===== src/sv/rgbc_pkg.sv =====
// Shared types, blend mode codes and channel conversion helpers for the
// RGB565 blend-mode compositor. No dependencies.
package rgbc_pkg;

    // Blend mode codes as carried on the mode select field.
    typedef enum logic [3:0] {
        MODE_NORMAL   = 4'd0,
        MODE_OVERLAY  = 4'd1,
        MODE_MULTIPLY = 4'd2,
        MODE_SCREEN   = 4'd3,
        MODE_ADD      = 4'd4,
        MODE_DARKEN   = 4'd5,
        MODE_LIGHTEN  = 4'd6,
        MODE_DODGE    = 4'd7,
        MODE_BURN     = 4'd8
    } t_mode;

    localparam int NUM_STAGES = 6;
    localparam logic [7:0] OP_NONE = 8'd0;
    localparam logic [7:0] OP_FULL = 8'd255;
    localparam logic [7:0] CHAN_FULL = 8'd255;

    // One flag per pixel channel: red, green, blue.
    typedef logic [2:0] t_chan_flags;

    // floor(x / 255) for x below 65280, as a shift-add.
    function automatic logic [7:0] div255(input logic [15:0] x);
        logic [16:0] t;
        t = {1'b0, x} + {9'd0, x[15:8]} + 17'd1;
        return t[15:8];
    endfunction

    // c * 255 / 31, truncated: 8c plus floor(7c / 31).
    function automatic logic [7:0] widen5(input logic [4:0] c);
        logic [7:0] y;
        logic [2:0] q;
        y = ({3'd0, c} << 3) - {3'd0, c};
        q = 3'd0;
        for (int k = 1; k < 8; k++) begin
            if ({2'd0, y} >= 10'(31 * k)) begin
                q = q + 3'd1;
            end
        end
        return {c, 3'd0} + {5'd0, q};
    endfunction

    // c * 255 / 63, truncated: 4c plus floor(c / 21).
    function automatic logic [7:0] widen6(input logic [5:0] c);
        logic [1:0] q;
        q = 2'd0;
        if (c >= 6'd21) q = q + 2'd1;
        if (c >= 6'd42) q = q + 2'd1;
        if (c >= 6'd63) q = q + 2'd1;
        return {c, 2'd0} + {6'd0, q};
    endfunction

    // v * 31 / 255, truncated.
    function automatic logic [4:0] narrow5(input logic [7:0] v);
        logic [15:0] x;
        logic [7:0] q;
        x = ({8'd0, v} << 5) - {8'd0, v};
        q = div255(x);
        return q[4:0];
    endfunction

    // v * 63 / 255, truncated.
    function automatic logic [5:0] narrow6(input logic [7:0] v);
        logic [15:0] x;
        logic [7:0] q;
        x = ({8'd0, v} << 6) - {8'd0, v};
        q = div255(x);
        return q[5:0];
    endfunction

endpackage


===== src/sv/rgb565_blend_mode_compositor.sv =====
// Top level of the RGB565 blend-mode compositor: six-stage pixel pipeline.
// Depends on rgbc_pkg, rgbc_mode and rgbc_mix.
//
//   Channel   Direction  Handshake           Payload
//   --------  ---------  ------------------  ---------------------------------
//   pixel in  input      i_valid / o_ready   base color, top color, opacity,
//                                            mode select
//   pixel out output     o_valid / i_ready   result color
//
// The datapath has six register stages (capture, widen, blend mode, narrow
// and rewiden, mix product, mix and pack); the last is the output register.
// One request can be accepted on every clock while the output is not
// stalled.
// Reset is synchronous and active low; it clears only the stage valid bits.
// Each stage holds when the stage after it is full and stalled, so a stall at
// the output backs up one stage at a time and bubbles are squeezed out.
module rgb565_blend_mode_compositor
    import rgbc_pkg::*;
(
    input  logic        i_clk,
    input  logic        i_rst_n,
    input  logic        i_valid,
    output logic        o_ready,
    input  logic [15:0] i_base_color,
    input  logic [15:0] i_top_color,
    input  logic [7:0]  i_opacity,
    input  logic [3:0]  i_mode_select,
    output logic        o_valid,
    input  logic        i_ready,
    output logic [15:0] o_result_color
);

    localparam int LAST = NUM_STAGES - 1;

    // Stage valid bits and per-stage load enables.
    logic [NUM_STAGES-1:0] r_vld;
    logic [NUM_STAGES-1:0] n_vld;
    logic [NUM_STAGES-1:0] rdy;

    // Stage 0: captured request.
    logic [15:0] r0_base, r0_top;
    logic [7:0]  r0_op;
    logic [3:0]  r0_mode;

    // Stage 1: widened channels of base and top.
    logic [7:0]  r1_a [3];
    logic [7:0]  r1_b [3];
    logic [15:0] r1_base;
    logic [7:0]  r1_op;
    logic [3:0]  r1_mode;

    // Stage 2: blend mode result per channel.
    logic [7:0]  r2_v [3];
    logic [7:0]  r2_a [3];
    logic [15:0] r2_base;
    logic [7:0]  r2_op;

    // Stage 3: narrowed mode pixel and its rewidened channels.
    logic [15:0] r3_m565;
    logic [7:0]  r3_mb [3];
    logic [7:0]  r3_a [3];
    logic [15:0] r3_base;
    logic [7:0]  r3_op;

    // Stage 4: signed mix products.
    logic signed [16:0] r4_prod [3];
    logic [7:0]  r4_a [3];
    logic [15:0] r4_base;
    logic [15:0] r4_m565;
    logic [7:0]  r4_op;

    // Stage 5: output register.
    logic [15:0] r5_res;

    // Combinational values between stages.
    logic [7:0]  mode_v [3];
    logic [15:0] n3_m565;
    logic signed [8:0]  diff [3];
    logic signed [16:0] n4_prod [3];
    logic [7:0]  mix_v [3];
    logic [15:0] n5_res;

    // Ready flows back from the output: a stage loads when it is empty or
    // when the stage after it loads in the same cycle.
    always_comb begin
        rdy[LAST] = !r_vld[LAST] || i_ready;
        for (int k = LAST - 1; k >= 0; k--) begin
            rdy[k] = !r_vld[k] || rdy[k+1];
        end
    end

    always_comb begin
        n_vld = r_vld;
        if (rdy[0]) begin
            n_vld[0] = i_valid;
        end
        for (int k = 1; k < NUM_STAGES; k++) begin
            if (rdy[k]) begin
                n_vld[k] = r_vld[k-1];
            end
        end
    end

    always_ff @(posedge i_clk) begin
        if (!i_rst_n) begin
            r_vld <= '0;
        end else begin
            r_vld <= n_vld;
        end
    end

    assign o_ready        = rdy[0];
    assign o_valid        = r_vld[LAST];
    assign o_result_color = r5_res;

    // Blend mode per channel.
    for (genvar c = 0; c < 3; c++) begin : g_mode
        rgbc_mode u_mode (
            .i_a    (r1_a[c]),
            .i_b    (r1_b[c]),
            .i_mode (r1_mode),
            .o_v    (mode_v[c])
        );
    end

    // Narrowing back to RGB565 and widening again for the opacity mix.
    assign n3_m565 = {narrow5(r2_v[0]), narrow6(r2_v[1]), narrow5(r2_v[2])};

    // Mix products: (mode - base) * opacity, signed.
    always_comb begin
        for (int c = 0; c < 3; c++) begin
            diff[c]    = $signed({1'b0, r3_mb[c]}) - $signed({1'b0, r3_a[c]});
            n4_prod[c] = diff[c] * $signed({1'b0, r3_op});
        end
    end

    for (genvar c = 0; c < 3; c++) begin : g_mix
        rgbc_mix u_mix (
            .i_a    (r4_a[c]),
            .i_prod (r4_prod[c]),
            .o_v    (mix_v[c])
        );
    end

    // Zero opacity passes the base through untouched; full opacity takes the
    // mode pixel without a second round of widening and narrowing.
    always_comb begin
        if (r4_op == OP_NONE) begin
            n5_res = r4_base;
        end else if (r4_op == OP_FULL) begin
            n5_res = r4_m565;
        end else begin
            n5_res = {narrow5(mix_v[0]), narrow6(mix_v[1]), narrow5(mix_v[2])};
        end
    end

    always_ff @(posedge i_clk) begin
        if (rdy[0]) begin
            r0_base <= i_base_color;
            r0_top  <= i_top_color;
            r0_op   <= i_opacity;
            r0_mode <= i_mode_select;
        end
        if (rdy[1]) begin
            r1_a[0] <= widen5(r0_base[15:11]);
            r1_a[1] <= widen6(r0_base[10:5]);
            r1_a[2] <= widen5(r0_base[4:0]);
            r1_b[0] <= widen5(r0_top[15:11]);
            r1_b[1] <= widen6(r0_top[10:5]);
            r1_b[2] <= widen5(r0_top[4:0]);
            r1_base <= r0_base;
            r1_op   <= r0_op;
            r1_mode <= r0_mode;
        end
        if (rdy[2]) begin
            r2_v    <= mode_v;
            r2_a    <= r1_a;
            r2_base <= r1_base;
            r2_op   <= r1_op;
        end
        if (rdy[3]) begin
            r3_m565  <= n3_m565;
            r3_mb[0] <= widen5(n3_m565[15:11]);
            r3_mb[1] <= widen6(n3_m565[10:5]);
            r3_mb[2] <= widen5(n3_m565[4:0]);
            r3_a     <= r2_a;
            r3_base  <= r2_base;
            r3_op    <= r2_op;
        end
        if (rdy[4]) begin
            r4_prod <= n4_prod;
            r4_a    <= r3_a;
            r4_base <= r3_base;
            r4_m565 <= r3_m565;
            r4_op   <= r3_op;
        end
        if (rdy[LAST]) begin
            r5_res <= n5_res;
        end
    end

`ifndef ASSERT_OFF
    // The input can only be held off when every stage holds a request.
    a_ready_means_full: assert property (@(posedge i_clk) disable iff (!i_rst_n)
        !o_ready |-> (&r_vld))
        else $error("input stalled with a bubble in the pipeline");

    // Zero opacity delivers the base pixel bit for bit.
    a_zero_opacity: assert property (@(posedge i_clk) disable iff (!i_rst_n)
        (r_vld[4] && rdy[LAST] && (r4_op == OP_NONE))
            |=> (o_valid && (o_result_color == $past(r4_base))))
        else $error("zero opacity did not pass the base pixel");

    // Full opacity delivers the mode pixel unmixed.
    a_full_opacity: assert property (@(posedge i_clk) disable iff (!i_rst_n)
        (r_vld[4] && rdy[LAST] && (r4_op == OP_FULL))
            |=> (o_valid && (o_result_color == $past(r4_m565))))
        else $error("full opacity result differs from the mode pixel");

    // A held output stage keeps its request.
    a_hold_output: assert property (@(posedge i_clk) disable iff (!i_rst_n)
        (o_valid && !i_ready) |=> (o_valid && $stable(r5_res)))
        else $error("stalled output request changed");
`endif

endmodule


===== src/sv/rgbc_mode.sv =====
// Per-channel blend mode evaluation on widened 8-bit channel values.
// Depends on rgbc_pkg for mode codes and the divide-by-255 helper.
module rgbc_mode
    import rgbc_pkg::*;
(
    input  logic [7:0] i_a,
    input  logic [7:0] i_b,
    input  logic [3:0] i_mode,
    output logic [7:0] o_v
);

    logic [7:0]  inv_a;
    logic [7:0]  inv_b;
    logic [15:0] p_ab;
    logic [15:0] p_inv;
    logic [8:0]  sum;
    logic [15:0] ovl_hi;

    always_comb begin
        inv_a  = CHAN_FULL - i_a;
        inv_b  = CHAN_FULL - i_b;
        p_ab   = {8'd0, i_a} * {8'd0, i_b};
        p_inv  = {8'd0, inv_a} * {8'd0, inv_b};
        sum    = {1'b0, i_a} + {1'b0, i_b};
        ovl_hi = p_inv >> 7;

        unique case (i_mode) inside
            MODE_OVERLAY: begin
                if (!i_a[7]) begin
                    o_v = p_ab[14:7];
                end else begin
                    o_v = CHAN_FULL - ovl_hi[7:0];
                end
            end
            MODE_MULTIPLY: o_v = div255(p_ab);
            MODE_SCREEN:   o_v = CHAN_FULL - div255(p_inv);
            MODE_ADD, MODE_DODGE: begin
                o_v = sum[8] ? CHAN_FULL : sum[7:0];
            end
            MODE_DARKEN:   o_v = (i_a < i_b) ? i_a : i_b;
            MODE_LIGHTEN:  o_v = (i_a > i_b) ? i_a : i_b;
            MODE_BURN: begin
                o_v = (sum >= 9'd255) ? 8'(sum - 9'd255) : 8'd0;
            end
            default:       o_v = i_b;
        endcase
    end

endmodule


===== src/sv/rgbc_mix.sv =====
// Opacity mix of one channel: base plus the floored, scaled difference,
// clamped to 0..255. Depends on rgbc_pkg for the channel limit.
module rgbc_mix
    import rgbc_pkg::*;
(
    input  logic [7:0]         i_a,
    input  logic signed [16:0] i_prod,
    output logic [7:0]         o_v
);

    logic signed [16:0] delta;
    logic signed [9:0]  total;

    always_comb begin
        // Arithmetic shift floors toward minus infinity for negative products.
        delta = i_prod >>> 8;
        total = $signed({2'b00, i_a}) + delta[9:0];
        if (total < 10'sd0) begin
            o_v = 8'd0;
        end else if (total > $signed({2'b00, CHAN_FULL})) begin
            o_v = CHAN_FULL;
        end else begin
            o_v = total[7:0];
        end
    end

endmodule

===== config.mk =====
export PLATFORM = sky130hd
export DESIGN_NAME = rgb565_blend_mode_compositor
export DESIGN_NICKNAME = d
export VERILOG_FILES = /design/src/sv/rgbc_pkg.sv /design/src/sv/rgb565_blend_mode_compositor.sv /design/src/sv/rgbc_mode.sv /design/src/sv/rgbc_mix.sv
export SDC_FILE = /design/constraint.sdc
export NUM_CORES = 2
export LEC_CHECK = 0
export BUFFER_PORTS_ARGS = -buffer_cell sky130_fd_sc_hd__buf_2
export CORE_ASPECT_RATIO = 0.8
export CORE_UTILIZATION = 50
export DETAILED_ROUTE_END_ITERATION = 6
export MAX_ROUTING_LAYER = met4
export PLACE_DENSITY_LB_ADDON = 0.05
export SETUP_SLACK_MARGIN = 0.1
export SLEW_MARGIN = 20
export SYNTH_ARGS = -nofsm -noshare
export SYNTH_HDL_FRONTEND = slang
export SYNTH_HIERARCHICAL = 1
export SYNTH_SLANG_ARGS = --single-unit

===== constraint.sdc =====
create_clock -name i_clk -period 10.9 [get_ports i_clk]
set_input_delay 2.18 -clock i_clk [delete_from_list [all_inputs] [get_ports i_clk]]
set_output_delay 2.18 -clock i_clk [all_outputs]
set_load 0.05 [all_outputs]

==> qor.log <==
qor: status.outcome finished, final reports clean
qor: clock_network.cts_buffer_depth 3
qor: route.drc_errors 0
qor: die.floorplan.die.height 277 µm
qor: finish.finish.net_count 6324
qor: clock_network.total_clock_sinks 313
qor: place.place_hpwl 96300 µm
qor: setup_path.most_used_cell_cp ha_1
qor: sta.tightestPinTransition 1.01 ns
qor: setup_path.cpLargestDelayFamily compound AO/OA/AOI/OAI gates
qor: place.place_congestion 0.955
qor: clock_network.cts.repair_timing.setup_buffer_count 0
qor: finish.syn_to_final_growth 6.19%
qor: die.initial_utilization 50.6%
qor: min_path.timing.hold.worst.class register to register
qor: sta.finClkSkew 0.0357 ns
qor: sta.clock.fmax 0.110 GHz
qor: global_routing.grt_pass1_wl 198000 µm
qor: clock_network.clkSlewWorstSetupHoldPaths 0.06 ns
qor: synth.synth.yosys.warnings 6
qor: place.placed_area 0.0487 mm²
qor: die.die-width 345 µm
qor: die.fp.coreArea 0.0932 mm²
qor: setup_path.cp.arrival 9.36 ns
qor: sta.setup_total_negative_slack 0 ns
qor: synth.synth_area 0.0472 mm²
qor: global_routing.grt_max_degree 76
qor: route.route.detailed.wl_per_inst 18.7 µm
qor: clock_network.clockRootBuffer clkbuf_16
qor: route.final_wl 122000 µm
qor: place.place.port_buffers 65
qor: setup_path.critical_path_required 11.21 ns
qor: sta.min_period 9.05 ns
qor: synth.syn-num-nets 6322
qor: global_routing.track_usage 26.5%
qor: finish.final_common_cell inv_1
qor: clock_network.cts_resized 0
qor: clock_network.worst_skew_pair.late_latency 0.60 ns
qor: clock_network.cts_hold_buffers 0
qor: route.detail-route-antenna-nets 0
qor: sta.final_hold_viol_count 0
qor: die.die-area 0.0955 mm²
qor: clock_network.cts.htree.levels 2
qor: route.drt-vias-per-instance 5.67
qor: global_routing.grt_antenna_before_repair 2
qor: sta.period_share 83.0%
qor: sta.setup-violations-final 0
qor: die.std_cell_rows 100
qor: global_routing.first_global_vias 36000
qor: route.drt_iter0_drc 2843
qor: setup_path.critPathMaxStageDelay 0.76 ns
qor: finish.finish.instance_area 0.0501 mm²
qor: global_routing.globalRouteOverflowTotal 0
qor: setup_path.setup.worst_path.end_class register
qor: synth.cell_count_after_synthesis 5266
qor: synth.synth_area_per_cell 8.95 µm²
qor: finish.mostFrequentLayoutCells 789 x inv_1, 609 x ha_1, 518 x nor2_1
qor: clock_network.cts-buffers-inserted 40
qor: job.max_cap_violations 0
qor: setup_path.nature_of_the_critical_path_startpoint register
qor: finish.layout-drive-gt1-share 5.96%
qor: route.drt-pass1-iter-count 6
qor: setup_path.critical_path_buf_inv_count 4
qor: sta.rsz_0062_raised_after_global_routing no
qor: setup_path.worst-setup-path-type register to register
qor: die.io-pin-count 66
qor: setup_path.critical-path-slowest-cell nor3_1
qor: setup_path.critPathMaxFanout 10
qor: sta.timing_max_transition_violations_final 0
qor: sta.maxSlewHeadroom 32.2%
qor: route.num_vias 37000
qor: clock_network.tritoncts done
[sequential cells by signal (all words and copies together), names as in the netlist, 9 cells and up]
| register | flops |
|---|---|
| o_result_color | 16 |
| r0_base | 16 |
| r0_top | 16 |
| r1_a | 22 |
| r1_b | 24 |
| r2_a | 22 |
| r2_v | 24 |
| r3_a | 22 |
| r3_m565 | 15 |
| r3_mb | 9 |
| r4_a | 22 |
| r4_m565 | 16 |
| r4_prod | 27 |
[final timing paths]
check / startpoint / to / slack [ns] / depth (start not counted)
max: r2_v[18]$_DFFE_PP_ / r3_mb[0][1]$_DFFE_PP_ / 1.85 / 29
min reg2reg: r1_op[5]$_DFFE_PP_ / r2_op[5]$_DFFE_PP_ / 0.42 / 0
max reg2reg: r2_v[18]$_DFFE_PP_ / r3_mb[0][1]$_DFFE_PP_ / 1.85 / 29
min: r1_op[5]$_DFFE_PP_ / r2_op[5]$_DFFE_PP_ / 0.42 / 0
[layer usage]
layer  GRT usage [%]  part of all wire [%]  vias to the layer above
met2            37.8                    41                     1022
met5               -                     0                        -
met3            4.64                   7.2                      118
met4            4.34                   1.5                        0
met1            39.6                    50                    17800
li1                -                     -                    18000
[layout make-up]
type / count / area, µm²
fill: 8623 / 43100
sequential: 313 / 9340
tap: 1224 / 1530
clock inverter: 26 / 307
antenna: 1 / 2.50
clock buffer: 46 / 1070
inverter: 845 / 3170
timing repair buffer: 94 / 583
multi-input combinational: 3974 / 34100
[metrics by stage]
step	hold WS (ns)	util (%)	instances	worst slack (ns)
global placement	0.400	52.2	6448	1.95
finish	0.416	53.7	6523	1.85
detailed placement	0.405	52.2	6449	2.00
CTS	0.415	53.7	6521	1.95
floorplan	0.400	-	5266	3.14
global route	0.422	53.7	6523	1.17
Power is not shown: default switching activity piles up to over one toggle a cycle in this logic, so the estimate is an artifact.
